===== config.mk =====
export PLATFORM = sky130hd
export DESIGN_NAME = mss_ram
export DESIGN_NICKNAME = d
export VERILOG_FILES = /design/src/design/mss_ram.sv
export SDC_FILE = /design/constraint.sdc
export NUM_CORES = 1
export LEC_CHECK = 0
export ABC_AREA = 1
export BUFFER_PORTS_ARGS = -buffer_cell sky130_fd_sc_hd__buf_2
export CORE_ASPECT_RATIO = 0.8
export CORE_MARGIN = 2
export CORE_UTILIZATION = 50
export DETAILED_ROUTE_END_ITERATION = 10
export PLACE_DENSITY = 0.67
export SLEW_MARGIN = 0
export SYNTH_ARGS = -nofsm -noshare
export SYNTH_HDL_FRONTEND = slang
export SYNTH_SLANG_ARGS = --single-unit

===== constraint.sdc =====
create_clock -name clock -period 2.7 [get_ports clock]
set_clock_uncertainty 0.2 [all_clocks]
set_input_delay 0.27 -clock clock [delete_from_list [all_inputs] [get_ports clock]]
set_output_delay 0.27 -clock clock [all_outputs]
set_load 0.02 [all_outputs]

===== src/design/mss_ram.sv =====
// generic single write port ram with registered read
// no dependencies
`timescale 1ns / 1ps
`default_nettype none
module mss_ram #(
   parameter int WIDTH = 8,
   parameter int DEPTH = 16
) (
   input  wire logic                     clock,
   input  wire logic                     wr_en,
   input  wire logic [$clog2(DEPTH)-1:0] wr_addr,
   input  wire logic [WIDTH-1:0]         wr_data,
   input  wire logic [$clog2(DEPTH)-1:0] rd_addr,
   output logic      [WIDTH-1:0]         rd_data
);

   logic [WIDTH-1:0] mem [DEPTH];
   logic [WIDTH-1:0] rd_ff;

   always_ff @(posedge clock) begin
      if (wr_en) begin
         mem[wr_addr] <= wr_data;
      end
      rd_ff <= mem[rd_addr];
   end

   assign rd_data = rd_ff;

endmodule
`default_nettype wire


# Yosys cells after proc, flatten, opt, wreduce, memory -nomap -nowiden

Memory sizes are Yosys's and may differ from the RTL's. A register that Yosys moved wholly into a read port is not among the register bits.
Index checks and enable logic that the tools add are counted.

Eq/ne operators: 0
$add $sub $neg: 0
Bitwise operators: 0
Multiply operators: 0
Order comparisons: 0
Divide/modulo/power cells: 0
Shift operators: 0
Multiplexer cells: 2
Reduce and logical (&&, ||, !) cells: 0

Operator list:

| kind              | number |
|---|---|
| two-way mux 1 bit | 2 |

Memory bits (writable): 128
Bits of input ports: 18
Flip-flop bits (word level): 0
ROM bits: 0
Output and inout bits: 8
Latch bits: 0
Memories kept: 1

Memory list:

| name | words | width | read ports | clocked after memory_dff | wr ports | RTL line | text |
|---|---|---|---|---|---|---|---|
| mem  | 16    | 8     | 1          | 1                        | 1        | 17       | `logic [WIDTH-1:0] mem [DEPTH];` |

# Logic depth before layout (Yosys ltp)

Depth in word-level cells: 2
Depth in mapped cells: 8

# Worst setup path before layout

No wires, ideal clock.

Kind: input port to flip-flop
Start: input port wr_addr[2]
End: memory mem[10][0], enable pin
Setup time: 0.370 ns
Setup slack: 1.279 ns
Data required time: 2.130 ns
Data arrival time: 0.851 ns
Stages: 2
Path buffers: 0
Cells stage by stage: nand3b_1 > nor2_1

RTL lines:

| what               | RTL line | text |
|---|---|---|
| start: declaration | 11       | `input wire logic [$clog2(DEPTH)-1:0] wr_addr,` |
| end: declaration   | 17       |  |

No word-level cell before the write port.

# Final worst setup path

Start: input port wr_addr[3]
End: memory mem[7][7], enable pin

No word-level cell before the write port.

==> out/metrics.cfg <==
[finish]
syn_to_final_growth_pct = 13.80
antenna_cells = 0
multi_input_area_um2 = 1214
finish.instance_area_um2 = 6563
final_layout_size_suffix_gt1_share_pct = 9.370
instances_no_fill = 735
regArea_um2 = 4004
nets = 592
fillCellCount = 970

[route]
drt_pass1_iterations = 4
drtIter0Drc = 376
drtAntennaViolNets = 0
drc = 0
routed_wl_mm = 13.03
routed-via-count = 3831
vias_per_cell = 5.212
wire_per_inst_um = 17.73

[logic_synthesis]
ys_seq_area_share_pct = 69.43
syn_inst = 551
syn_avg_cell_area_um2 = 10.47
yosys_warnings = 0
synth_area_um2 = 5767
syn_nets = 569
ys_seq_elements = 136
synth.distinct_cells = 12

[timing]
slew_viol_final = 0
relSlewSlack_pct = 33.24
final-hold-violation-count = 0
setup_violations = 0
setup_tns_ps = 0
max_freq_mhz = 604.9
rsz0062_at_grt = false
finalCritPeriodShare_pct = 61.23
holdWs_ps = 17.87
timing.final.crit_period_ps = 1653
worst-slew-pin-transition_ps = 997.8

[status]
status = finished clean

[critical_path]
cp.required_ps = 2530
worstSetupPathType = in -> reg
worstPathMaxFanout = 8
r2r_start = mem[9][6]$_DFFE_PP_
startpoint_type = primary input
rr_worst_depth = 6
cp-end-kind = register
crit_start = wr_addr[3]
cp.arrival_ps = 1480

[clock_tree]
worstSkewPairLatency_ps = 410
postCtsSetupRepairBufs = 0
cts_hold_buf = 0
cts_sinks = 136
root_buffer = clkbuf_16
post_cts_resized = 0
htree_levels = 4
numCtsBuffers = 17
cts_max_path_buffers = 2
tritoncts = done
clkTransAtPathRegs_ps = 50

[worst_hold_path]
hold_path_depth = 3
min_path_type = in -> reg
hold_start = rd_addr[3]

[placement]
post-dp-hpwl_mm = 8.015
place_inst = 703
numPortBuffers = 25
placed_cell_area_um2 = 5946
gp_congestion = 0.8880

[global_route]
grt_pass1_wl_mm = 20.47
grt_max_degree = 65
gr-total-overflow = 0
antenna_found_initial = 0
grtUsageTotal_pct = 22.84
grt_pass1_vias = 3704

[power]
p_total_mw = 5.101
p_sw_share_pct = 20.45
p_clk_share_pct = 47.6
ir_worst_vdd_mv = 0.5495
p_leak_nw = 2.835
p_per_area_nw_per_um2 = 777.4
pwr-share-seq_pct = 46.6
power.switching_mw = 1.043
power_frac_comb_pct = 5.8
p_int_mw = 4.058

[floorplanning]
die_h_um = 100.1
ios = 26
core_um2 = 11390
dieArea_um2 = 12410
initial_core_util_pct = 50.65
rows = 35
die_x_um = 124.1

[flow_run]
max-cap-violations = 0

## per-layer routing
metal	vias up	global-route usage, %	routed length [um]
met3	24	5.625	1004
met2	179	32.74	5800
met4	0	7.001	283
met5	-	0	0
met1	1807	34.61	5942
li1	1821	-	-
## path summary, 6_finish.rpt
path / to / slack, ps
min reg2reg: rd_data[4]$_DFF_P_ / 450
min: rd_data[4]$_DFF_P_ / 20
max: mem[7][7]$_DFFE_PP_ / 1050
max reg2reg: rd_data[6]$_DFF_P_ / 1440
## cells by family (layout without fill, tap and decap cells)
group	after synthesis	after routing	synth area share [%]
buf+inv	126	162	9.525
flops	136	136	69.43
simple gates	289	289	21.05
## through the flow
step	utilization (%)	setup slack, ps
2_1_floorplan	-	1279
6_report	57.64	1047
3_3_place_gp	52.22	819.9
3_5_place_dp	52.22	657.8
4_1_cts	57.64	1086
5_1_grt	57.64	1016
## layout make-up
type	count	share of cell area (%)
Multi-Input combinational cell	289	18.49
Inverter	102	5.834
Tap cell	148	2.822
Clock buffer	20	6.654
Clock inverter	12	2.745
Sequential cell	136	61.01
Timing Repair Buffer	28	2.440
## placed cells by master (no fill, tap or decap)
cell	n
edfxtp_1	128
clkbuf_1	3
buf_2	25
nand3_1	97
inv_1	100
buf_12	1
clkinv_2	3
nor2_1	17
dfxtp_1	8
nand2_1	173
clkbuf_16	17
clkinv_1	4
inv_2	2
bufinv_16	5
nand3b_1	2
buf_4	2
## power by group through the flow
stage	logic (mW)	registers [mW]	clock network, mW
finish	0.295	2.38	2.43
global route	0.329	2.38	2.54
CTS	0.294	2.38	2.45
detailed placement	0.292	2.42	0
global placement	0.289	2.42	0
floorplan	0.167	2.43	0
## cell usage after synthesis
master | n | area [um^2]
nand2_1 | 173 | 649.4
edfxtp_1 | 128 | 3844
buf_4 | 4 | 30.03
buf_1 | 1 | 3.750
nand3b_1 | 2 | 15.01
nor2_1 | 17 | 63.81
nand3_1 | 97 | 485.5
inv_1 | 100 | 375.4
buf_2 | 13 | 65.06
buf_6 | 6 | 67.56
inv_2 | 2 | 7.510
dfxtp_1 | 8 | 160.2
## worst max-delay path: stages
cell	delay, ps
buf_2	120
nand3b_1	270
nor2_1	820
## registers in the layout (all words and copies together) (netlist names)
name,count
rd_data,8
mem,128
Note: power is estimated with default switching activity, not from simulation.
