**config.mk**
```make
export PLATFORM = sky130hd
export DESIGN_NAME = mss_div
export DESIGN_NICKNAME = d
export VERILOG_FILES = /design/src/design/mss_pkg.sv /design/src/design/mss_div.sv
export SDC_FILE = /design/constraint.sdc
export NUM_CORES = 1
export LEC_CHECK = 0
export BUFFER_PORTS_ARGS = -buffer_cell sky130_fd_sc_hd__clkbuf_2
export CAP_MARGIN = 20
export CORE_ASPECT_RATIO = 0.75
export CORE_MARGIN = 2
export CORE_UTILIZATION = 60
export DETAILED_ROUTE_END_ITERATION = 8
export MAX_ROUTING_LAYER = met4
export PLACE_DENSITY_LB_ADDON = 0.08
export SLEW_MARGIN = 20
export SYNTH_ARGS = -nofsm -noshare
export SYNTH_HDL_FRONTEND = slang
export SYNTH_SLANG_ARGS = --single-unit
```
**constraint.sdc**
```tcl
create_clock -name clock -period 4.9 [get_ports clock]
set_input_delay 0.49 -clock clock [delete_from_list [all_inputs] [get_ports clock]]
set_output_delay 0.49 -clock clock [all_outputs]
set_load 0.01 [all_outputs]
```
**src/design/mss_pkg.sv**
```systemverilog
// package for the mean shift window step block
// constants, command codes and color bin helpers shared by all modules but mss_ram
// no dependencies
`timescale 1ns / 1ps
`default_nettype none
package mss_pkg;

   localparam int MAX_PIX      = 4096;
   localparam int PIX_AW       = $clog2(MAX_PIX);
   localparam int CNT_BITS     = PIX_AW + 1;
   localparam int BINS         = 16;
   localparam int CBIN_BITS    = $clog2(BINS);
   localparam int HIST_DEPTH   = BINS * BINS * BINS;
   localparam int HIST_AW      = $clog2(HIST_DEPTH);
   localparam int HIST_BITS    = 28;
   localparam int W_BITS       = 16;
   localparam int SIZE_BITS    = 7;
   localparam int ORG_BITS     = 12;
   localparam int POS_BITS     = 14;
   localparam int COEF_BITS    = 17;
   localparam int COEF_MAX     = 65536;
   localparam int FRAC_BITS    = 16;
   localparam int PROD_BITS    = 2 * HIST_BITS;
   localparam int SUM_BITS     = HIST_BITS + HIST_AW;
   localparam int ROOT_BITS    = 32;
   localparam int SQW_BITS     = (HIST_BITS + FRAC_BITS) / 2;
   localparam int TERM_BITS    = SQW_BITS + W_BITS;
   localparam int ROW_BITS     = PIX_AW;
   localparam int COL_BITS     = SIZE_BITS - 1;
   localparam int ACC_BITS     = 64;
   localparam int DIV_BITS     = 64;
   localparam int PIXW_BITS    = HIST_AW + W_BITS;
   localparam int IN_BITS      = 40;
   localparam int OUT_BITS     = 48;
   localparam int PADDR_BITS   = 4;
   localparam int PDATA_BITS   = 32;

   localparam logic CMD_MODEL = 1'b0;
   localparam logic CMD_CAND  = 1'b1;

   localparam logic [1:0] REG_ROWS    = 2'd0;
   localparam logic [1:0] REG_COLS    = 2'd1;
   localparam logic [1:0] REG_ORG_ROW = 2'd2;
   localparam logic [1:0] REG_ORG_COL = 2'd3;

   function automatic logic [CBIN_BITS-1:0] color_bin(input logic [7:0] c);
      int t;
      t = int'(c) * BINS;
      return CBIN_BITS'(t >> 8);
   endfunction

   function automatic logic [HIST_AW-1:0] bin_index(input logic [7:0] b,
                                                    input logic [7:0] g,
                                                    input logic [7:0] r);
      int t;
      t = (int'(color_bin(b)) * BINS + int'(color_bin(g))) * BINS + int'(color_bin(r));
      return HIST_AW'(t);
   endfunction

endpackage
`default_nettype wire

```
**src/design/mss_div.sv**
```systemverilog
// restoring divider, one quotient bit per cycle
// depends on mss_pkg
`timescale 1ns / 1ps
`default_nettype none
module mss_div (
   input  wire logic                         clock,
   input  wire logic                         reset,
   input  wire logic                         start,
   input  wire logic [mss_pkg::DIV_BITS-1:0] num,
   input  wire logic [mss_pkg::DIV_BITS-1:0] den,
   output logic                              done,
   output logic      [mss_pkg::DIV_BITS-1:0] quot
);
   import mss_pkg::*;

   localparam int CW = $clog2(DIV_BITS);

   logic [DIV_BITS-1:0] rem_ff, rem_in, quo_ff, quo_in, den_ff, den_in;
   logic [CW-1:0]       cnt_ff, cnt_in;
   logic                busy_ff, busy_in, done_ff, done_in;
   logic [DIV_BITS:0]   trial, diff;
   logic                ge;

   always_comb begin
      trial   = {rem_ff, quo_ff[DIV_BITS-1]};
      diff    = trial - {1'b0, den_ff};
      ge      = trial >= {1'b0, den_ff};
      rem_in  = rem_ff;
      quo_in  = quo_ff;
      den_in  = den_ff;
      cnt_in  = cnt_ff;
      busy_in = busy_ff;
      done_in = 1'b0;
      if (start) begin
         rem_in  = '0;
         quo_in  = num;
         den_in  = den;
         cnt_in  = '0;
         busy_in = 1'b1;
      end else if (busy_ff) begin
         rem_in = ge ? diff[DIV_BITS-1:0] : trial[DIV_BITS-1:0];
         quo_in = {quo_ff[DIV_BITS-2:0], ge};
         cnt_in = cnt_ff + 1'b1;
         if (cnt_ff == CW'(DIV_BITS - 1)) begin
            busy_in = 1'b0;
            done_in = 1'b1;
         end
      end
   end

   always_ff @(posedge clock) begin
      if (reset) begin
         busy_ff <= 1'b0;
         done_ff <= 1'b0;
      end else begin
         busy_ff <= busy_in;
         done_ff <= done_in;
      end
      rem_ff <= rem_in;
      quo_ff <= quo_in;
      den_ff <= den_in;
      cnt_ff <= cnt_in;
   end

   assign done = done_ff;
   assign quot = quo_ff;

endmodule
`default_nettype wire

```
; Yosys cells after proc, flatten, opt, wreduce, memory -nomap -nowiden
; Cells that the tools add are included.
[word_totals]
regBits = 200
in_bits = 131
out_inout_bits = 65
word_cells = 20
[op_classes]
add_sub_neg = 2
order_cmp = 1
eq_ne = 1
n_mux = 7
bitwise = 1
reduce_logical = 2
[op_table]
columns = operator, count
row1 = $mux W64, 3
row2 = $ge A65 B64 Y1, 1
row3 = $sub A64 B64 Y64, 1
row4 = $add A6 B1 Y6 const B, 1
row5 = $eq A6 B6 Y1 const B, 1
row6 = $mux W1, 4
row7 = $reduce_or A3 Y1, 1
row8 = $reduce_bool A2 Y1, 1
row9 = $not A1 Y1, 1

; Logic depth before layout (Yosys ltp)
[logic_depth]
depth_word = 4
depth_mapped = 15
mapped_depth_nobuf = 13

; Worst setup path before layout
; No wires, ideal clock.
[synth_timing]
path_kind = register to register
from = reg quo_ff[63], in the netlist quot[63]
to = reg rem_ff[58]
setup_time_ns = 0.136
t_arrival_ns = 2.927
required_ns = 4.764
slack_ns = 1.838
stages_incl_launch_ff = 14
path_buffers = 0
synth_period_minus_slack_ns = 3.062
cell_sequence = edfxtp_1 inv_1 ha_1 fa_1 nor2b_1 o21bai_1 a21o_1 o211a_1 nor3_1 nor2_1 o311ai_1 mux2_2 nand3_1 a211oi_2
[synth_via]
elab_chain_len = 2
word_cells_on_any_way = 3
classes_between = add/sub: 1 / order compare: 1 / mux: 1
[synth_rtl]
columns = item, line
row1 = start: declaration, mss_div.sv:18  ; logic [DIV_BITS-1:0] rem_ff, rem_in, quo_ff, quo_in, den_ff, den_in;
row2 = start signal: assignment, mss_div.sv:60  ; quo_ff <= quo_in;
row3 = $sub A64 B64 Y64 or $ge A65 B64 Y1 (tied branches), "mss_div.sv:26, mss_div.sv:27"
row4 = $mux W64 *, mss_div.sv:41  ; rem_in = ge ? diff[DIV_BITS-1:0] : trial[DIV_BITS-1:0];
row5 = end signal: assignment, mss_div.sv:59  ; rem_ff <= rem_in;
row6 = end: declaration, mss_div.sv:18
; Mark *: on every way between the ends. The rest lies on a longest branch, timed or not.
; A chain may end at the register's enable or synchronous reset.

; Final worst setup path
[layout_timing]
from = reg den_ff[20]
to = reg rem_ff[13]
[layout_via]
elab_chain_len = 2
[layout_rtl]
columns = item, line
row1 = start: declaration, mss_div.sv:18
row2 = start signal: assignment, mss_div.sv:61  ; den_ff <= den_in;
row3 = $ge A65 B64 Y1, mss_div.sv:27  ; ge = trial >= {1'b0, den_ff};
row4 = $mux W64, mss_div.sv:41
; No other way between the ends.

==> flow_summary_export.csv <==
group,metric,value,unit
outcome,outcome,"completed",
pwr,vdd_drop_max,0.000248,V
yosys,synth_top_family_by_area,"compound AO/OA/AOI/OAI gates",
global_routing,track_usage,0.272,
timing,setup_tns,0,ps
worst_hold_path,hp-class,"primary input to flip-flop",
timing,slew_violations,0,
clocking,postCtsSetupRepairBufs,0,
timing,finalCriticalPeriod,3780,ps
clocking,cts_root_buf,"clkbuf_16",
layout,n_antenna_cell,0,
pwr,total_power,4.90,mW
yosys,synthArstFlopShare,0,
place,hpwl,21200,microns
place,dp_slack,1190,ps
yosys,post-synth-top-count-cell,"nor2_1",
pwr,internal_power,3.26,mW
yosys,synth_cells,1251,
pwr,leakage,5.85,nW
timing,fin_skew,21.5,ps
global_routing,grt_max_degree,77,
pwr,swShare,0.336,
floorplanning,core_area,20200,sq um
yosys,synth.area.mux_share,0.0724,
timing,finalSetupViolations,0,
setup_path,crit_required,5180,ps
flow_run,cap_violations,0,
setup_path,worst-path-max-fanout,20,
yosys,yosys.area.top_type_share,0.311,
yosys,ys_types,73,
yosys,syn_area,12400,sq um
clocking,cts_sinks,200,
place,port_buffers,195,
setup_path,start_kind,"flip-flop",
layout,fin_util,0.694,
clocking,cts-resized-gates,0,
pwr,power_frac_seq,0.422,
timing,fmax,264,MHz
floorplanning,die_x,170,microns
global_routing,grt_pass1_wl,46000,microns
global_routing,grt_pass1_vias,9202,
detailed_routing,wl,28700,microns
layout,final_area,14000,sq um
yosys,synth_adder_area_share,0.0675,
floorplanning,ios,196,
pwr,switching_power,1.65,mW
setup_path,critPathKind,"flip-flop to flip-flop",
yosys,synth_commonest_cells,"nor2_1, edfxtp_1, nand2_1, a21oi_1, inv_1",
yosys,syn_area_per_cell,9.87,sq um
yosys,yosys.area.top_type,"edfxtp_1",
timing,fin_ws,1120,ps
global_routing,grt_antenna_before_repair,0,
yosys,yosysWarnings,0,
yosys,synth_edf_count,128,
detailed_routing,via_per_inst,5.88,
place,place_congestion,0.951,
timing,rsz0062_at_grt,"false",
detailed_routing,postRouteAntennaNets,0,
yosys,synthTopCellsByArea,"edfxtp_1, dfxtp_1, ha_1, mux2_2, nor2_1",
setup_path,r2r_cells,13,
layout,area_growth,13.5,%
clocking,clkSlewWorstSetupHoldPaths,80,ps
setup_path,cp-end-kind,"flip-flop",
floorplanning,die_y,128,microns
yosys,synthSimpleGateAreaFrac,0.134,
detailed_routing,num_vias,9886,
layout,fin_nets,1608,
detailed_routing,drt_iter0_markers,941,
global_routing,grt.overflow.total,0,
timing,relSlewSlack,0.323,
yosys,ys.flop_type,"edfxtp_1",
clocking,cts_hold_buf,0,
pwr,power.share.clock,0.288,
yosys,synth_seq_area_share,0.428,
clocking,cts_buffers,17,
layout,drive_gt1_frac,0.277,
floorplanning,initial_core_util,0.611,
timing,fin_crit_sh,0.772,
yosys,synth_fp_nets,1448,
worst_hold_path,hold_depth,2,
timing,tightestPinTransition,1020,ps
floorplanning,die_area,21800,sq um
yosys,synth_compound_area_frac,0.209,
timing,hold_viol,0,
yosys,synth_xor_area_frac,0.0411,
detailed_routing,routedWlPerCell,17.1,microns
clocking,clk_latency,460,ps
layout,n_fill_cell,1556,
detailed_routing,drcViolationCount,0,
detailed_routing,drtPass1Iterations,5,
floorplanning,placementRows,45,
clocking,cts_tree,"yes",
setup_path,critPathArrivalTime,4060,ps
place,dpl_cell_area,13400,sq um
pwr,power_frac_comb,0.290,
yosys,ys_seq_elements,200,
pwr,powerDensity,350,nW/um^2
clocking,htreeDepth,4,
clocking,max-clock-path-buffers,2,
[cells in the final DEF (no fill, tap or decap), types with 4 or more instances in the layout]
cell type	count
a211oi_1	19
a211oi_2	31
a21o_1	33
a21oi_1	82
a21oi_2	33
a311oi_2	5
a31oi_1	11
and2_1	6
and3_1	5
buf_4	9
clkbuf_16	17
clkbuf_2	194
clkinvlp_4	4
dfxtp_1	71
edfxtp_1	128
ha_1	65
inv_1	74
mux2_2	67
mux2i_1	14
nand2_1	96
nand2b_1	8
nand3_1	21
nand4_1	23
nor2_1	144
nor2b_1	7
nor3_1	24
o211a_1	4
o211ai_1	7
o21a_1	10
o21ai_0	55
o21bai_1	15
o31ai_1	4
or3_1	7
xnor2_1	28
xor2_1	30
[critical path, stage by stage, from the launching register on]
cell and delay [ps]:
edfxtp_1 330, inv_1 40, ha_1 370, a21oi_2 250
o21ai_1 120, a21o_1 240, a221oi_2 320, a21oi_2 130
o21ba_4 260, a311oi_4 870, buf_4 390, nor2_1 90
a21oi_2 120, a211oi_2 80
[stage by stage]
stage / hold slack [ps] / std cells
5_1_grt: 187 / 1682
3_3_place_gp: 469 / 1650
6_report: 196 / 1682
2_1_floorplan: 448 / 1251
3_5_place_dp: 482 / 1650
4_1_cts: 179 / 1682
[metal layers]
| metal | up-vias | global-route usage | part of all wire |
|---|---|---|---|
| met4 | 0 | 0.0523 | 0.0089 |
| met2 | 352 | 0.395 | 0.44 |
| met5 | - | - | 0 |
| met1 | 4634 | 0.398 | 0.49 |
| met3 | 24 | 0.0525 | 0.066 |
| li1 | 4876 | - | - |
[power groups by stage]
stage | registers, mW | logic, mW | clock network (mW)
floorplan | 2.10 | 1.04 | 0
global route | 2.09 | 1.57 | 1.50
detailed placement | 2.10 | 1.39 | 0
global placement | 2.10 | 1.38 | 0
finish | 2.07 | 1.42 | 1.41
CTS | 2.07 | 1.40 | 1.44
[final timing paths]
| kind | start | to | slack [ps] |
|---|---|---|---|
| hold reg to reg | cnt_ff[5]$_SDFFE_PP0P_ | cnt_ff[5]$_SDFFE_PP0P_ | 490 |
| setup reg to reg | den_ff[20]$_DFFE_PP_ | rem_ff[13]$_SDFFE_PP0P_ | 1120 |
| hold / removal | reset | busy_ff$_SDFF_PP0_ | 200 |
| setup / recovery | den_ff[20]$_DFFE_PP_ | rem_ff[13]$_SDFFE_PP0P_ | 1120 |
[flip-flops by register name (all words and copies together), names as in the netlist]
name and count:
cnt_ff 6, den_ff 64, busy_ff 1, rem_ff 64
quot 64, done 1
[kinds of logic (layout without fill, tap and decap cells)]
| kind of cell | after synthesis | count (layout) |
|---|---|---|
| flip-flops | 200 | 200 |
| adder cells (fa/ha/maj) | 66 | 66 |
| AND/OR/NAND/NOR | 360 | 360 |
| AO/OA/AOI/OAI | 347 | 347 |
| XOR/XNOR | 58 | 58 |
| multiplexers | 81 | 81 |
| buffers and inverters | 139 | 312 |
[final cells by class]
class                   instances  area (sq um)  area share
repair buffers                205          1070      0.0765
multi-input cells             912          6460       0.461
clock inverters                15           165      0.0118
inverters                      75           282      0.0201
flip-flops and latches        200          5290       0.377
clock buffers                  17           425      0.0303
well taps                     258           323      0.0230
Note: power is estimated with default switching activity, not from simulation.
