**src/design/mss_pkg.sv**
```systemverilog
// package for the mean shift window step block
// constants, command codes and color bin helpers shared by all modules but mss_ram
// no dependencies
`timescale 1ns / 1ps
`default_nettype none
package mss_pkg;

   localparam int MAX_PIX      = 4096;
   localparam int PIX_AW       = $clog2(MAX_PIX);
   localparam int CNT_BITS     = PIX_AW + 1;
   localparam int BINS         = 16;
   localparam int CBIN_BITS    = $clog2(BINS);
   localparam int HIST_DEPTH   = BINS * BINS * BINS;
   localparam int HIST_AW      = $clog2(HIST_DEPTH);
   localparam int HIST_BITS    = 28;
   localparam int W_BITS       = 16;
   localparam int SIZE_BITS    = 7;
   localparam int ORG_BITS     = 12;
   localparam int POS_BITS     = 14;
   localparam int COEF_BITS    = 17;
   localparam int COEF_MAX     = 65536;
   localparam int FRAC_BITS    = 16;
   localparam int PROD_BITS    = 2 * HIST_BITS;
   localparam int SUM_BITS     = HIST_BITS + HIST_AW;
   localparam int ROOT_BITS    = 32;
   localparam int SQW_BITS     = (HIST_BITS + FRAC_BITS) / 2;
   localparam int TERM_BITS    = SQW_BITS + W_BITS;
   localparam int ROW_BITS     = PIX_AW;
   localparam int COL_BITS     = SIZE_BITS - 1;
   localparam int ACC_BITS     = 64;
   localparam int DIV_BITS     = 64;
   localparam int PIXW_BITS    = HIST_AW + W_BITS;
   localparam int IN_BITS      = 40;
   localparam int OUT_BITS     = 48;
   localparam int PADDR_BITS   = 4;
   localparam int PDATA_BITS   = 32;

   localparam logic CMD_MODEL = 1'b0;
   localparam logic CMD_CAND  = 1'b1;

   localparam logic [1:0] REG_ROWS    = 2'd0;
   localparam logic [1:0] REG_COLS    = 2'd1;
   localparam logic [1:0] REG_ORG_ROW = 2'd2;
   localparam logic [1:0] REG_ORG_COL = 2'd3;

   function automatic logic [CBIN_BITS-1:0] color_bin(input logic [7:0] c);
      int t;
      t = int'(c) * BINS;
      return CBIN_BITS'(t >> 8);
   endfunction

   function automatic logic [HIST_AW-1:0] bin_index(input logic [7:0] b,
                                                    input logic [7:0] g,
                                                    input logic [7:0] r);
      int t;
      t = (int'(color_bin(b)) * BINS + int'(color_bin(g))) * BINS + int'(color_bin(r));
      return HIST_AW'(t);
   endfunction

endpackage
`default_nettype wire

```
**src/design/mss_isqrt.sv**
```systemverilog
// floor square root, one result bit per cycle
// depends on mss_pkg
`timescale 1ns / 1ps
`default_nettype none
module mss_isqrt (
   input  wire logic                          clock,
   input  wire logic                          reset,
   input  wire logic                          start,
   input  wire logic [mss_pkg::DIV_BITS-1:0]  arg,
   output logic                               done,
   output logic      [mss_pkg::ROOT_BITS-1:0] root
);
   import mss_pkg::*;

   logic [DIV_BITS-1:0] v_ff, v_in, res_ff, res_in, bit_ff, bit_in, sum;
   logic                busy_ff, busy_in, done_ff, done_in;

   always_comb begin
      sum     = res_ff + bit_ff;
      v_in    = v_ff;
      res_in  = res_ff;
      bit_in  = bit_ff;
      busy_in = busy_ff;
      done_in = 1'b0;
      if (start) begin
         v_in    = arg;
         res_in  = '0;
         bit_in  = DIV_BITS'(1) << (DIV_BITS - 2);
         busy_in = 1'b1;
      end else if (busy_ff) begin
         if (v_ff >= sum) begin
            v_in   = v_ff - sum;
            res_in = (res_ff >> 1) + bit_ff;
         end else begin
            res_in = res_ff >> 1;
         end
         bit_in = bit_ff >> 2;
         if (bit_ff[0]) begin
            busy_in = 1'b0;
            done_in = 1'b1;
         end
      end
   end

   always_ff @(posedge clock) begin
      if (reset) begin
         busy_ff <= 1'b0;
         done_ff <= 1'b0;
      end else begin
         busy_ff <= busy_in;
         done_ff <= done_in;
      end
      v_ff   <= v_in;
      res_ff <= res_in;
      bit_ff <= bit_in;
   end

   assign done = done_ff;
   assign root = res_ff[ROOT_BITS-1:0];

endmodule
`default_nettype wire

```
**config.mk**
```make
export PLATFORM = sky130hd
export DESIGN_NAME = mss_isqrt
export DESIGN_NICKNAME = d
export VERILOG_FILES = /design/src/design/mss_pkg.sv /design/src/design/mss_isqrt.sv
export SDC_FILE = /design/constraint.sdc
export NUM_CORES = 1
export LEC_CHECK = 0
export ABC_AREA = 1
export BUFFER_PORTS_ARGS = -buffer_cell sky130_fd_sc_hd__buf_2
export CORE_MARGIN = 2
export CORE_UTILIZATION = 41
export CTS_BUF_LIST = sky130_fd_sc_hd__clkbuf_4 sky130_fd_sc_hd__clkbuf_8
export CTS_CLUSTER_DIAMETER = 50
export DETAILED_ROUTE_END_ITERATION = 8
export PLACE_DENSITY = 0.65
export RECOVER_POWER = 50
export SLEW_MARGIN = 5
export SYNTH_ARGS = -nofsm -noshare
export SYNTH_HDL_FRONTEND = slang
export SYNTH_SLANG_ARGS = --single-unit
```
**constraint.sdc**
```tcl
create_clock -name clock -period 5.85 [get_ports clock]
set_clock_uncertainty 0.2 [all_clocks]
set_input_delay 0.2925 -clock clock [delete_from_list [all_inputs] [get_ports clock]]
set_output_delay 0.2925 -clock clock [all_outputs]
set_load 0.005 [all_outputs]
```
# Yosys cells after proc, flatten, opt, wreduce, memory -nomap -nowiden

Index checks and enable logic that the tools add are counted.

Add/sub/neg operators: 3
$lt $le $gt $ge: 1
Multiplexer cells: 8
Bitwise operators: 1
Reduce and logical (&&, ||, !) cells: 4

Operators with widths:

| operator                | number |
|---|---|
| 2-to-1 mux 64 bit       | 4 |
| adder 63 x 63 -> 64 bit | 1 |
| adder 64 x 63 -> 64 bit | 1 |
| >= comparator 64 bit    | 1 |
| subtractor 64 bit       | 1 |
| 2-to-1 mux 1 bit        | 4 |
| nonzero test 2 bit      | 2 |
| OR reduction 3 bit      | 1 |
| AND reduction 2 bit     | 1 |
| NOT 1 bit               | 1 |

Bits in registers: 162
Input bits: 67
Output and inout port bits: 33
Word-level logic and storage cells: 22

# Depth between registers and ports, before layout

Gate-level depths: netlist (run 1).

Depth in word-level cells: 5
Mapped depth: 31
Mapped depth without buffers: 29

# Worst setup path before layout (run 1)

Ideal clock, no wire load.

Path kind: reg-to-reg
Start point: register res_ff[6]
End point: register v_ff[0], enable pin
Setup time: 0.424 ns
Arrival: 4.542 ns
Data required time: 5.226 ns
Path slack: 0.684 ns
Cell stages (with the launch flop): 26
Path buffers: 1
Period minus slack after synthesis: 5.166 ns
Path through: dfxtp_1 > ha_1 > nand2_1 > o21ai_0 > inv_1 > nand2_1 > nand2_1 > nand2_1 > nand2_1 > nand2_1 > nand2_1 > nand2_1 > a21oi_1 > xor2_1 > ha_1 > nand2_1 > nor2_1 > inv_2 > nor2_2 > nand2_1 > nor3_2 > nand2_2 > nand2_4 > nand2_2 > buf_2 > nand2_1

Word-level cells in the longest chain between the ends: 4

RTL lines:

| item                          | RTL line        | text |
|---|---|---|
| start: declaration            | mss_isqrt.sv:15 | `logic [DIV_BITS-1:0] v_ff, v_in, res_ff, res_in, bit_ff, bit_in, sum;` |
| start signal: assignment      | mss_isqrt.sv:54 | `res_ff <= res_in;` |
| adder 64 x 63 -> 64 bit       | mss_isqrt.sv:19 | `sum = res_ff + bit_ff;` |
| >= comparator 64 bit          | mss_isqrt.sv:31 | `if (v_ff >= sum) begin` |
| nonzero test 2 bit (no line)  | n/a             |  |
| AND reduction 2 bit (no line) | n/a             |  |
| end signal: assignment        | mss_isqrt.sv:53 | `v_ff <= v_in;` |
| end: declaration              | mss_isqrt.sv:15 |  |

Every way passes these cells.
A chain may end at the register's enable or synchronous reset.

# Worst setup path after layout (run 1)

Start point: register res_ff[18]
End point: register v_ff[9], enable pin

The elaborated chain is that of the path after synthesis.

==> metrics.log, run 1 <==
[metrics] worst slack on hold paths: roughly 0.078 ns
[metrics] detailed-route via count: about 23000
[metrics] leading cell type by number of instances after synthesis: nand2_1
[metrics] number of slew-limit violations in the final report: 132
[metrics] most common library cells after synthesis: 1201 x nand2_1, 485 x inv_1, 435 x nor2_1
[metrics] number of inserted filler cells in the final layout: approximately 5300
[metrics] routability congestion estimate from global placement: just over 1
[metrics] final sum of negative setup slack: 0 ns
[metrics] CTS H-tree depth: 4
[metrics] cell taking the most area after synthesis: nand2_1
[metrics] count of final hold-check violations: 0
[metrics] register bit total from synthesis: 162
[metrics] number of flops mapped to enable cells by yosys: 64
[metrics] violated checks: capacitance limit, slew limit
[metrics] placed wire-length estimate: 62900 µm
[metrics] Sinks on Clock Net: 162
[metrics] cell area after synthesis: between 0.02 and 0.025 mm²
[metrics] Post-CTS Resized: 0
[metrics] area delta synth->final: 9.29%
[metrics] clock transition at the registers of the reported paths: approximately 0.11 ns
[metrics] global-route wire length before repair: between 100000 and 150000 µm
[metrics] Least-Margin Pin Slew: approximately 3.3 ns
[metrics] number of max-cap violations: 2
[metrics] clock latency of the later-clocked register in the worst-skew pair: between 0.6 and 0.7 ns
[metrics] average wire per standard cell: roughly 18 µm
[metrics] dominant cells by area after synthesis: nand2_1 23%, dfxtp_1 9.8%, edfxtp_1 9.6%, inv_1 9.1%, nor2_1 8.2%
[metrics] Clock Tree Buf Depth: 2
[metrics] Netlist cell types: 47
[metrics] number of global-route vias before repair: between 20000 and 25000
[metrics] vias per cell: 5.39
[metrics] endpoint class of the critical path: flip-flop
[metrics] standby leakage power: between 9 and 10 nW
[metrics] Initial Util: 0.418
[metrics] number of antenna violations at the first check in global routing: 2
[metrics] core region area: between 0.04 and 0.05 mm²
[metrics] number of core rows: 80
[metrics] height of the chip: 225 µm
[metrics] uppermost layer routed: met4
[metrics] post-CTS setup repair buffer count: 0
[metrics] predominant post-synthesis flop cell: dfxtp_1
[metrics] result of the run: finished with violations
[metrics] area of the die: slightly above 0.05 mm²
[metrics] count of endpoints failing setup in the final report: 0
[metrics] RSZ-0062 raised after global routing: no
[metrics] proportion of synthesized flip-flops having asynchronous set or reset: 0
[metrics] number of nets produced by synthesis: between 3000 and 4000
[metrics] share of the synthesized area in the top cell type: 0.225
[metrics] CTS tree: done
[metrics] post-synthesis cell count: 3555
[metrics] routed length on met1: ~34000 µm
[metrics] Residual DRC: 0
[metrics] global route total overflow: 0
[metrics] shortest period the worst path allows: roughly 5.4 ns
[metrics] number of clock buffers inserted by TritonCTS: 17
[metrics] final worst path period share: 0.923
[metrics] IO Pins: 100
[metrics] sequential share of the synthesized area: 0.194
[metrics] Yosys warning total: 0
[metrics] GRT Resource Usage Total: 0.312
[metrics] Detailed Routing Iterations Pass 1: 5
[metrics] routed wire length: a little under 80000 µm
[metrics] clk root buf: clkbuf_8
[metrics] CP Max Fanout: 24
[metrics] remaining antenna violation count after routing: 0
[metrics] Post-Syn Area per Cell: ~5.6 µm²
[metrics] critical path data required time: roughly 5.9 ns
[metrics] largest net degree at the start of global routing: between 70 and 80
[metrics] Max Freq: approximately 190 MHz
[metrics] floorplan die width: approximately 220 µm
[metrics] DRC marker count from the first detailed-route iteration: roughly 2100
[metrics] Arr. time, crit path: about 5.5 ns
[metrics] type of the worst setup path: reg -> reg
[metrics] share of cells above drive strength 1: 0.0459
[metrics] Max-slew headroom: -1.17
[metrics] crit path launch type: flip-flop
[metrics] Detail Route met2 WL: ~36000 µm
[metrics] total number of nets in the final design: just under 4000
[metrics] power density over cell area: about 440 mW/mm²
[metrics] metal3 WL: roughly 5000 µm
[metrics] Port Buffer Count: 99
[metrics] worst vdd ir: roughly 420 µV
[metrics] Tightest Hold Check Type: in -> reg
## placed cells by master (no fill, tap or decap), drive strengths merged, types with 2 or more instances in the layout
cell type    synthesis  layout
xnor2               54      54
o211ai               5       5
bufinv               0       3
nand2             1206    1206
or2                 15      15
buf                 77      98
a31oi               13      13
dfxtp               98      98
diode                0       2
o21bai              24      24
a21oi              233     233
nor2               444     444
a211oi               6       6
o21ai              174     174
o21a                 4       4
xor2                47      47
edfxtp              64      64
and2                 3       3
o31ai                2       2
nand3b              31      31
a21o                10      10
nand4               34      34
nor4                 9       9
dlygate4sd3          0      65
nand3              297     297
inv                491     499
ha                 130     130
clkinv               1       4
clkbuf              40      46
nor3                37      37
## cell type report
cell class                 instances  area, µm²  share of cell area
sequential                       162       3880               0.178
timing repair buffer             191       1290              0.0589
inverter                         492       1850              0.0844
multi-input combinational       2784      13600               0.623
clock buffer                      18        248              0.0113
clock inverter                    14        211             0.00966
antenna                            2       5.00            0.000229
tap                              615        769              0.0352
## where the power goes
part | internal (mW) | switching [mW]
Clock | 0.457 | 0.568
Sequential | 1.62 | 0.413
Combinational | 2.18 | 4.30
## worst paths after layout
check,end,from,slack [ns],cells past startpoint
worst max-delay path,v_ff[9],res_ff[18],0.45,21
worst min register to register,res_ff[0],res_ff[0],0.31,2
worst max register to register,v_ff[9],res_ff[18],0.45,21
worst min-delay path,res_ff[2],start,0.08,2
## metal layers
metal,GRT usage,vias up
li1,-,11500
met1,0.402,10500
met2,0.518,881
met3,0.0357,186
met4,0.151,0
met5,0,-
## critical path: stages, from the launching register on
cell and delay, ns:
dfxtp_1 0.32, clkbuf_1 0.47, ha_1 0.32, nand2_1 0.10
nor2_1 0.30, nand2_1 0.08, o21ai_1 0.38, nand2_1 0.13
nand2_1 0.21, xor2_1 0.43, ha_1 0.29, nand2_1 0.11
nor2_1 0.21, nand3_1 0.14, nor2_1 0.24, nand4_1 0.22
nand3_2 0.16, nand2_2 0.08, nand2_4 0.08, nand2_2 0.07
nand2_2 0.11, buf_4 0.36
## state kept, by name, indices dropped and copies added (netlist names)
signal	count
v_ff	64
res_ff	64
bit_ff	32
done	1
busy_ff	1
## repair_timing
item,in CTS,in global routing
setup endpoints to repair,0,0
hold buffers,65,0
hold endpoints to repair,66,0
## logic make-up (layout without fill, tap and decap cells)
family,Yosys count,after routing,share of synthesized area
AOI/OAI and AO/OA,475,475,0.128
other,0,2,0
buffers and inverters,609,715,0.125
DFF,162,162,0.194
xor gates and xnor gates,101,101,0.0442
and+or+nand+nor,2077,2077,0.427
adders and majority gates,131,131,0.0823
## through the flow
stage	util	cells	power [mW]	cell area (µm²)	setup WS (ns)
after detailed placement	0.435	4179	8.36	20900	0.831
after global placement	0.435	4179	8.35	20900	0.775
after global routing	0.456	4278	10.4	21900	0.153
after CTS	0.458	4276	9.44	22000	0.784
after floorplan	-	3555	6.62	20000	0.684
final	0.456	4278	9.54	21900	0.453
Power figures use the tool's default switching activity.
==> inputs of run 2 (changes only) <==
ABC_AREA = unset   (was 1)
PLACE_DENSITY = 0.66   (was 0.65)
==> run 2 against run 1 <==
  * Cell count down 39%
  * First-iteration DRC count down 38%
  * Sequential share of layout area up 3.8 points
  * Register-to-register slack worse by 0.28 ns
  * Non-clock buffer count up 60
  * Synthesized cell count down 44%
  * The run now ends clean
  * Global-route usage down 5.8 points
  * Total power down 7.1%
  * Hold slack worse by 0.025 ns
  * Via count down 33%
==> metrics.log, run 2 <==
[metrics] result of the run: finished, final reports clean
[metrics] Detailed Routing Iterations Pass 1: 5
[metrics] Slowest Stage Delay on Critical Path: 0.41 ns
[metrics] arithmetic-cell share of the synthesized area counting full adders, half adders and majority gates: 0.106
[metrics] cell area after synthesis: 0.0156 mm²
[metrics] number of antenna violations at the first check in global routing: 0
[metrics] DRC marker count from the first detailed-route iteration: 1293
[metrics] crit path launch type: flip-flop
[metrics] routed wire length: approximately 51000 µm
[metrics] critical path data required time: 5.95 ns
[metrics] worst vdd ir: 281 µV
[metrics] vias per cell: ~5.9
[metrics] clock transition at the registers of the reported paths: around 0.1 ns
[metrics] global-route wire length before repair: a little under 80000 µm
[metrics] most common library cells after synthesis: 244 x nand2_1, 161 x nor2_1, 139 x o21ai_0
[metrics] clock latency of the later-clocked register in the worst-skew pair: 0.54 ns
[metrics] count of endpoints failing setup in the final report: 0
[metrics] standby leakage power: around 6.9 nW
[metrics] Netlist cell types: 82
[metrics] height of the chip: a little under 200 µm
[metrics] finished layout cell area: between 0.015 and 0.02 mm²
[metrics] cell taking the most area after synthesis: dfxtp_1
[metrics] Yosys warning total: 0
[metrics] area delta synth->final: 15.9%
[metrics] average wire per standard cell: 19.2 µm
[metrics] proportion of synthesized flip-flops having asynchronous set or reset: 0
[metrics] antenna diode instance count: 0
[metrics] leading cell type by number of instances after synthesis: nand2_1
[metrics] Cell Chain, Critical Path: ha_4 -> a31oi_2 -> a211o_1 -> o31ai_4 -> buf_6 -> a21o_1 -> a31oi_1 -> o31a_1 -> o21a_1 -> o21ai_2 -> xnor2_2 -> ha_4 -> a21o_1 -> a21o_1 -> a21oi_2 -> o21ai_0 -> a221oi_2 -> o21ai_2 -> a221o_1 -> a2111o_1 -> o221a_2
[metrics] Initial Util: 0.415
[metrics] Tightest Hold Check Type: in -> reg
[metrics] number of max-cap violations: 0
[metrics] placed wire-length estimate: 37400 µm
[metrics] library cell contributing the largest single delay on the critical path: a2111o_1
[metrics] Residual DRC: 0
[metrics] number of slew-limit violations in the final report: 0
[metrics] total power: 8.86 mW
[metrics] number of core rows: 71
[metrics] placed instance area: approximately 0.017 mm²
[metrics] area of the die: about 0.04 mm²
[metrics] Sinks on Clock Net: roughly 160
[metrics] leading cell types in the layout, fill and taps excluded: 241 x nand2_1, 161 x nor2_1, 133 x o21ai_0
[metrics] number of nets produced by synthesis: 2188
[metrics] register bit total from synthesis: 162
[metrics] Post-Syn Area per Cell: 7.83 µm²
[metrics] Least-Margin Pin Slew: ~1 ns
[metrics] remaining antenna violation count after routing: 0
[metrics] post-synthesis share of cell area spent on xor and xnor gates: 0.0849
[metrics] power density over cell area: around 490 mW/mm²
[metrics] Max-slew headroom: 0.332
[metrics] global route total overflow: 0
[metrics] core region area: roughly 0.038 mm²
[metrics] largest net degree at the start of global routing: 98
[metrics] endpoint class of the critical path: flip-flop
[metrics] Max Freq: between 150 and 200 MHz
[metrics] shortest period the worst path allows: around 5.7 ns
[metrics] sequential share of the synthesized area: 0.249
[metrics] floorplan die width: about 200 µm
[metrics] final worst path period share: 0.970
[metrics] type of the worst setup path: reg -> reg
[metrics] number of clock buffers inserted by TritonCTS: 17
[metrics] count of final hold-check violations: 0
[metrics] routability congestion estimate from global placement: 0.961
[metrics] predominant post-synthesis flop cell: dfxtp_1
[metrics] share of the synthesized area in the top cell type: 0.126
[metrics] commonest non-fill, non-tap cell in the layout: nand2_1
[metrics] share of the synthesized area in compound gates (AO/OA/AOI/OAI): 0.281
[metrics] RSZ-0062 raised after global routing: yes
[metrics] Port Buffer Count: 99
[metrics] number of flops mapped to enable cells by yosys: between 60 and 70
[metrics] detailed-route via count: 15500
[metrics] Arr. time, crit path: a little under 6 ns
[metrics] most numerous cell on the critical path: a21o_1
[metrics] share of cells above drive strength 1: 0.140
[metrics] CP Max Fanout: 5
[metrics] number of global-route vias before repair: around 15000
[metrics] CTS H-tree depth: 4
[metrics] clk root buf: clkbuf_8
[metrics] CTS tree: done
[metrics] IO Pins: 100
[metrics] largest family of logic cells by synthesized area: compound AO/OA/AOI/OAI gates
[metrics] Clock Tree Buf Depth: 2
[metrics] Synth Area in Simple Gates: 0.192
[metrics] dominant cells by area after synthesis: dfxtp_1 13%, edfxtp_1 12%, ha_1 10%, nand2_1 5.9%, xor2_1 4.8%
[metrics] multiplexer fraction of the synthesized cell area: 0.0317
[metrics] post-synthesis cell count: between 1500 and 2000
[metrics] biggest registers after layout: res_ff: 64 flops, v_ff: 64 flops, bit_ff: 32 flops
[metrics] GRT Resource Usage Total: 0.254
[metrics] total number of nets in the final design: ~2300
-- run 2: cell count changes in the layout (fill, tap and decap cells not counted), moves of 35 or more --
cell / previous run / this run
a211oi_1: 6 / 41
a311oi_1: 0 / 35
nor2_1: 439 / 161
o21ai_0: 171 / 133
a31oi_1: 13 / 76
nand3_1: 296 / 63
a21oi_1: 228 / 118
buf_4: 11 / 69
inv_1: 486 / 33
xor2_1: 47 / 85
mux2i_1: 0 / 37
nand2_1: 1201 / 241
-- run 2: final timing paths --
| path | end | slack [ns] | startpoint | depth (start not counted) |
|---|---|---|---|---|
| worst max register to register | v_ff[62] | 0.17 | bit_ff[2] | 21 |
| worst max-delay path | v_ff[62] | 0.17 | bit_ff[2] | 21 |
| worst min-delay path | v_ff[56] | 0.05 | arg[56] | 3 |
| worst min register to register | done | 0.34 | bit_ff[0] | 2 |
-- run 2: logic make-up (layout without fill, tap and decap cells) --
logic type / Yosys count / after routing
AOI/OAI and AO/OA: 659 / 659
and+or+nand+nor: 648 / 648
muxes: 48 / 48
buffers and inverters: 191 / 318
adders and majority gates: 131 / 131
DFF: 162 / 162
xor gates and xnor gates: 151 / 151
-- run 2: repair_timing --
action | in CTS | in global routing
pin swaps | 2 | 13
endpoints found under the setup margin | 129 | 135
hold buffers | 64 | 0
endpoints found under the hold margin | 65 | 0
resized for setup | 14 | 39
setup buffers | 1 | 7
cloned | 0 | 1
-- run 2: through the flow --
stage / setup WS (ns) / utilization / instances / hold slack, ns / TNS, ns
4_1_cts: 0.0227 / 0.474 / 2620 / 0.00810 / 0
6_report: 0.173 / 0.480 / 2628 / 0.0526 / 0
3_5_place_dp: -0.489 / 0.444 / 2523 / 0.263 / -12.89
3_3_place_gp: -0.397 / 0.444 / 2523 / 0.261 / -3.98
5_1_grt: -0.0512 / 0.480 / 2628 / 0.0387 / -0.283
2_1_floorplan: 0.161 / - / 1990 / 0.164 / 0
-- run 2: layer usage --
metal,vias to the layer above,track usage,share of wire
li1,7627,-,-
met1,7384,0.310,0.43
met2,440,0.440,0.48
met3,96,0.0480,0.054
met4,0,0.0984,0.033
met5,-,0,0
-- run 2: cell type report --
type | instances | area, µm²
Clock inverter | 15 | 191
Timing Repair Buffer | 251 | 1870
Sequential cell | 162 | 3890
Clock buffer | 17 | 234
Fill cell | 3699 | 19500
Tap cell | 511 | 639
Multi-Input combinational cell | 1637 | 11100
Inverter | 35 | 131
-- run 2: worst max-delay path, delay by kind of cell, from the launching register on --
family                     cells  cell delay, ns
AOI/OAI and AO/OA             17            3.95
xor gates and xnor gates       1            0.19
adders and majority gates      2            0.58
DFF                            1            0.38
buffers and inverters          1            0.16
-- run 2: where the power goes --
group	switching (mW)	leakage (nW)	internal [mW]
logic	3.69	5.26	2.35
registers	0.253	1.44	1.62
clock network	0.545	0.218	0.401
total	4.49	6.91	4.37
==> inputs of run 3 (changes only) <==
--- a/config.mk
+++ b/config.mk
@@ -9,3 +9,3 @@
 export CORE_MARGIN = 2
-export CORE_UTILIZATION = 41
+export CORE_UTILIZATION = 45
 export CTS_BUF_LIST = sky130_fd_sc_hd__clkbuf_4 sky130_fd_sc_hd__clkbuf_8
@@ -13,3 +13,3 @@
 export DETAILED_ROUTE_END_ITERATION = 8
-export PLACE_DENSITY = 0.66
+export PLACE_DENSITY = 0.7
 export RECOVER_POWER = 50
==> constraint.sdc (replaced) <==
create_clock -name clock -period 5.85 [get_ports clock]
set_clock_uncertainty 0.2 [all_clocks]
set_input_delay 0.585 -clock clock [delete_from_list [all_inputs] [get_ports clock]]
set_output_delay 0.585 -clock clock [all_outputs]
set_load 0.005 [all_outputs]
==> run 3 against run 2 <==
  * Global-route usage rose by 1.2 points
  * Combinational power is 2% lower
  * Clock power shrank 9.8%
  * Sequential share of layout area increased by 1.1 points
  * Wire length shrank 3.3%
  * Hold slack got worse by 0.011 ns
  * Maximum frequency increased by 0.91%
  * Clock-buffer cell count is the same
  * Register-to-register slack gained 0.05 ns
==> metrics.log, run 3 (synthesis results as in run 2) <==
[metrics] result of the run: finished, final reports clean
[metrics] remaining antenna violation count after routing: 0
[metrics] area delta synth->final: 10.2%
[metrics] worst vdd ir: between 400 and 500 µV
[metrics] vias per cell: 6.21
[metrics] number of max-cap violations: 0
[metrics] Least-Margin Pin Slew: 1.08 ns
[metrics] DRC marker count from the first detailed-route iteration: between 1000 and 1500
[metrics] Port Buffer Count: a little under 100
[metrics] clk root buf: clkbuf_8
[metrics] endpoint class of the critical path: flip-flop
[metrics] sink of the worst hold path: busy_ff
[metrics] Arr. time, crit path: slightly below 6 ns
[metrics] number of hold-repair buffers added at the cts stage: 0
[metrics] CP delay by family, top: compound AO/OA/AOI/OAI gates
[metrics] RSZ-0062 raised after global routing: yes
[metrics] number of global-route vias before repair: 15000
[metrics] share of cells above drive strength 1: 0.142
[metrics] largest net degree at the start of global routing: 91
[metrics] Cell Chain, Critical Path: ha_1 -> a31oi_1 -> a211o_1 -> o31ai_4 -> buf_4 -> a21o_1 -> a31oi_1 -> o31a_1 -> o21a_1 -> xor2_1 -> ha_1 -> nand2_1 -> nor2_1 -> nand2_1 -> o21ai_1 -> o21ai_2 -> nand4_2 -> and2_1 -> buf_8 -> a211oi_1 -> a2111oi_1
[metrics] commonest non-fill, non-tap cell in the layout: nand2_1
[metrics] library cell contributing the largest single delay on the critical path: a2111oi_1
[metrics] crit path launch type: flip-flop
[metrics] leading cell types in the layout, fill and taps excluded: 242 x nand2_1, 160 x nor2_1, 133 x o21ai_0
[metrics] placed wire-length estimate: 36800 µm
[metrics] antenna diode instance count: 0
[metrics] floorplan die width: ~190 µm
[metrics] clock latency of the later-clocked register in the worst-skew pair: 0.49 ns
[metrics] standby leakage power: 6.59 nW
[metrics] biggest registers after layout: res_ff: 64 flops, v_ff: 64 flops, bit_ff: 32 flops
[metrics] Slowest Stage Delay on Critical Path: around 0.44 ns
[metrics] CTS H-tree depth: 4
[metrics] Residual DRC: 0
[metrics] core region area: between 0.03 and 0.04 mm²
[metrics] startpoint of the lowest-slack hold path: reset
[metrics] routed wire length: around 49000 µm
[metrics] power density over cell area: ~500 mW/mm²
[metrics] total power: approximately 8.6 mW
[metrics] count of endpoints failing setup in the final report: 0
[metrics] worst hold stages: 2
[metrics] height of the chip: between 150 and 200 µm
[metrics] Worst Reg2Reg Path Length in Cells: 21
[metrics] number of antenna violations at the first check in global routing: 0
[metrics] routability congestion estimate from global placement: 0.958
[metrics] non-filler instance count after layout: about 2500
[metrics] Tightest Hold Check Type: in -> reg
[metrics] Max-slew headroom: 0.282
[metrics] Detailed Routing Iterations Pass 1: 5
[metrics] number of slew-limit violations in the final report: 0
[metrics] total number of nets in the final design: ~2200
[metrics] shortest period the worst path allows: around 5.6 ns
[metrics] critical register-to-register path endpoint: res_ff[61]
[metrics] final worst path period share: 0.962
[metrics] Max Freq: 178 MHz
[metrics] critical register-to-register path startpoint: bit_ff[2]
[metrics] CTS tree: done
[metrics] CP Max Fanout: 35
[metrics] placed instance count: around 2500
[metrics] detailed-route via count: about 16000
[metrics] clock transition at the registers of the reported paths: about 0.10 ns
[metrics] number of core rows: about 70
[metrics] number of clock buffers inserted by TritonCTS: 17
[metrics] Buf/Inv on CP: 2
[metrics] global-route wire length before repair: slightly below 80000 µm
[metrics] Initial Util: 0.454
[metrics] average wire per standard cell: around 20 µm
[metrics] critical path data required time: approximately 6 ns
[metrics] IO Pins: 100
[metrics] Sinks on Clock Net: ~160
[metrics] type of the worst setup path: reg -> reg
[metrics] count of final hold-check violations: 0
[metrics] Clock Tree Buf Depth: 2
[metrics] reg-to-reg slack, setup: approximately 0.22 ns
[metrics] GRT Resource Usage Total: 0.265
[metrics] global route total overflow: 0
[metrics] area of the die: between 0.03 and 0.04 mm²
run 3: worst register-to-register path, cell delays in order, from the launching register on:
cell and delay (ns):
dfxtp_1 0.35, ha_1 0.33, a31oi_1 0.13, a211o_1 0.39, o31ai_4 0.30, buf_4 0.18, a21o_1 0.15, a31oi_1 0.16
o31a_1 0.30, o21a_1 0.23, xor2_1 0.17, ha_1 0.40, nand2_1 0.13, nor2_1 0.22, nand2_1 0.16, o21ai_1 0.28
o21ai_2 0.13, nand4_2 0.16, and2_1 0.23, buf_8 0.30, a211oi_1 0.15, a2111oi_1 0.44
run 3: repair_timing:
action / 4_1_cts / 5_1_grt
hold endpoints to repair: 0 / 0
buffers inserted: 0 / 9
pin swaps: 1 / 10
gates resized for setup: 9 / 36
endpoints found under the setup margin: 17 / 133
run 3: worst max path at each step:
| stage | start | depth (start not counted) | endpoint |
|---|---|---|---|
| 4_1_cts | bit_ff[2] | 21 | v_ff[63] |
| 3_3_place_gp | bit_ff[2] | 21 | v_ff[62] |
| 5_1_grt | res_ff[32] | 21 | res_ff[61] |
| 6_report | bit_ff[2] | 21 | res_ff[61] |
| 3_5_place_dp | bit_ff[2] | 22 | res_ff[61] |
| 2_1_floorplan | res_ff[12] | 21 | v_ff[0] |
run 3: metrics by stage:
step	hold slack (ns)	instance area, µm²	utilization	setup TNS [ns]	worst slack, ns
after floorplan	0.266	15600	-	0	0.161
after global placement	0.294	16600	0.483	-0.0855	-0.0469
after detailed placement	0.299	16600	0.483	-0.450	-0.167
after CTS	0.0254	17000	0.495	0	0.00435
after global routing	0.0242	17200	0.501	-1.33	-0.0627
final	0.0420	17200	0.501	0	0.224
run 3: area by class of cell:
cell class / count / area [µm²]
clock buffers: 17 / 234
clock inverters: 15 / 140
fillers: 3370 / 17100
inverters: 35 / 131
multi-input cells: 1637 / 11000
flip-flops and latches: 162 / 3890
well taps: 455 / 569
repair buffers: 182 / 1190
run 3: layer usage:
| metal | part of all wire | up-vias | track usage |
|---|---|---|---|
| met5 | 0 | - | 0 |
| met4 | 0.037 | 0 | 0.112 |
| met3 | 0.062 | 104 | 0.0380 |
| met2 | 0.48 | 589 | 0.466 |
| met1 | 0.42 | 7363 | 0.324 |
| li1 | - | 7500 | - |
run 3: where the power goes:
| part | internal [mW] | switching, mW | total, mW |
|---|---|---|---|
| registers | 1.62 | 0.244 | 1.86 |
| clock network | 0.373 | 0.480 | 0.853 |
| logic | 2.21 | 3.69 | 5.89 |
| total | 4.20 | 4.41 | 8.61 |
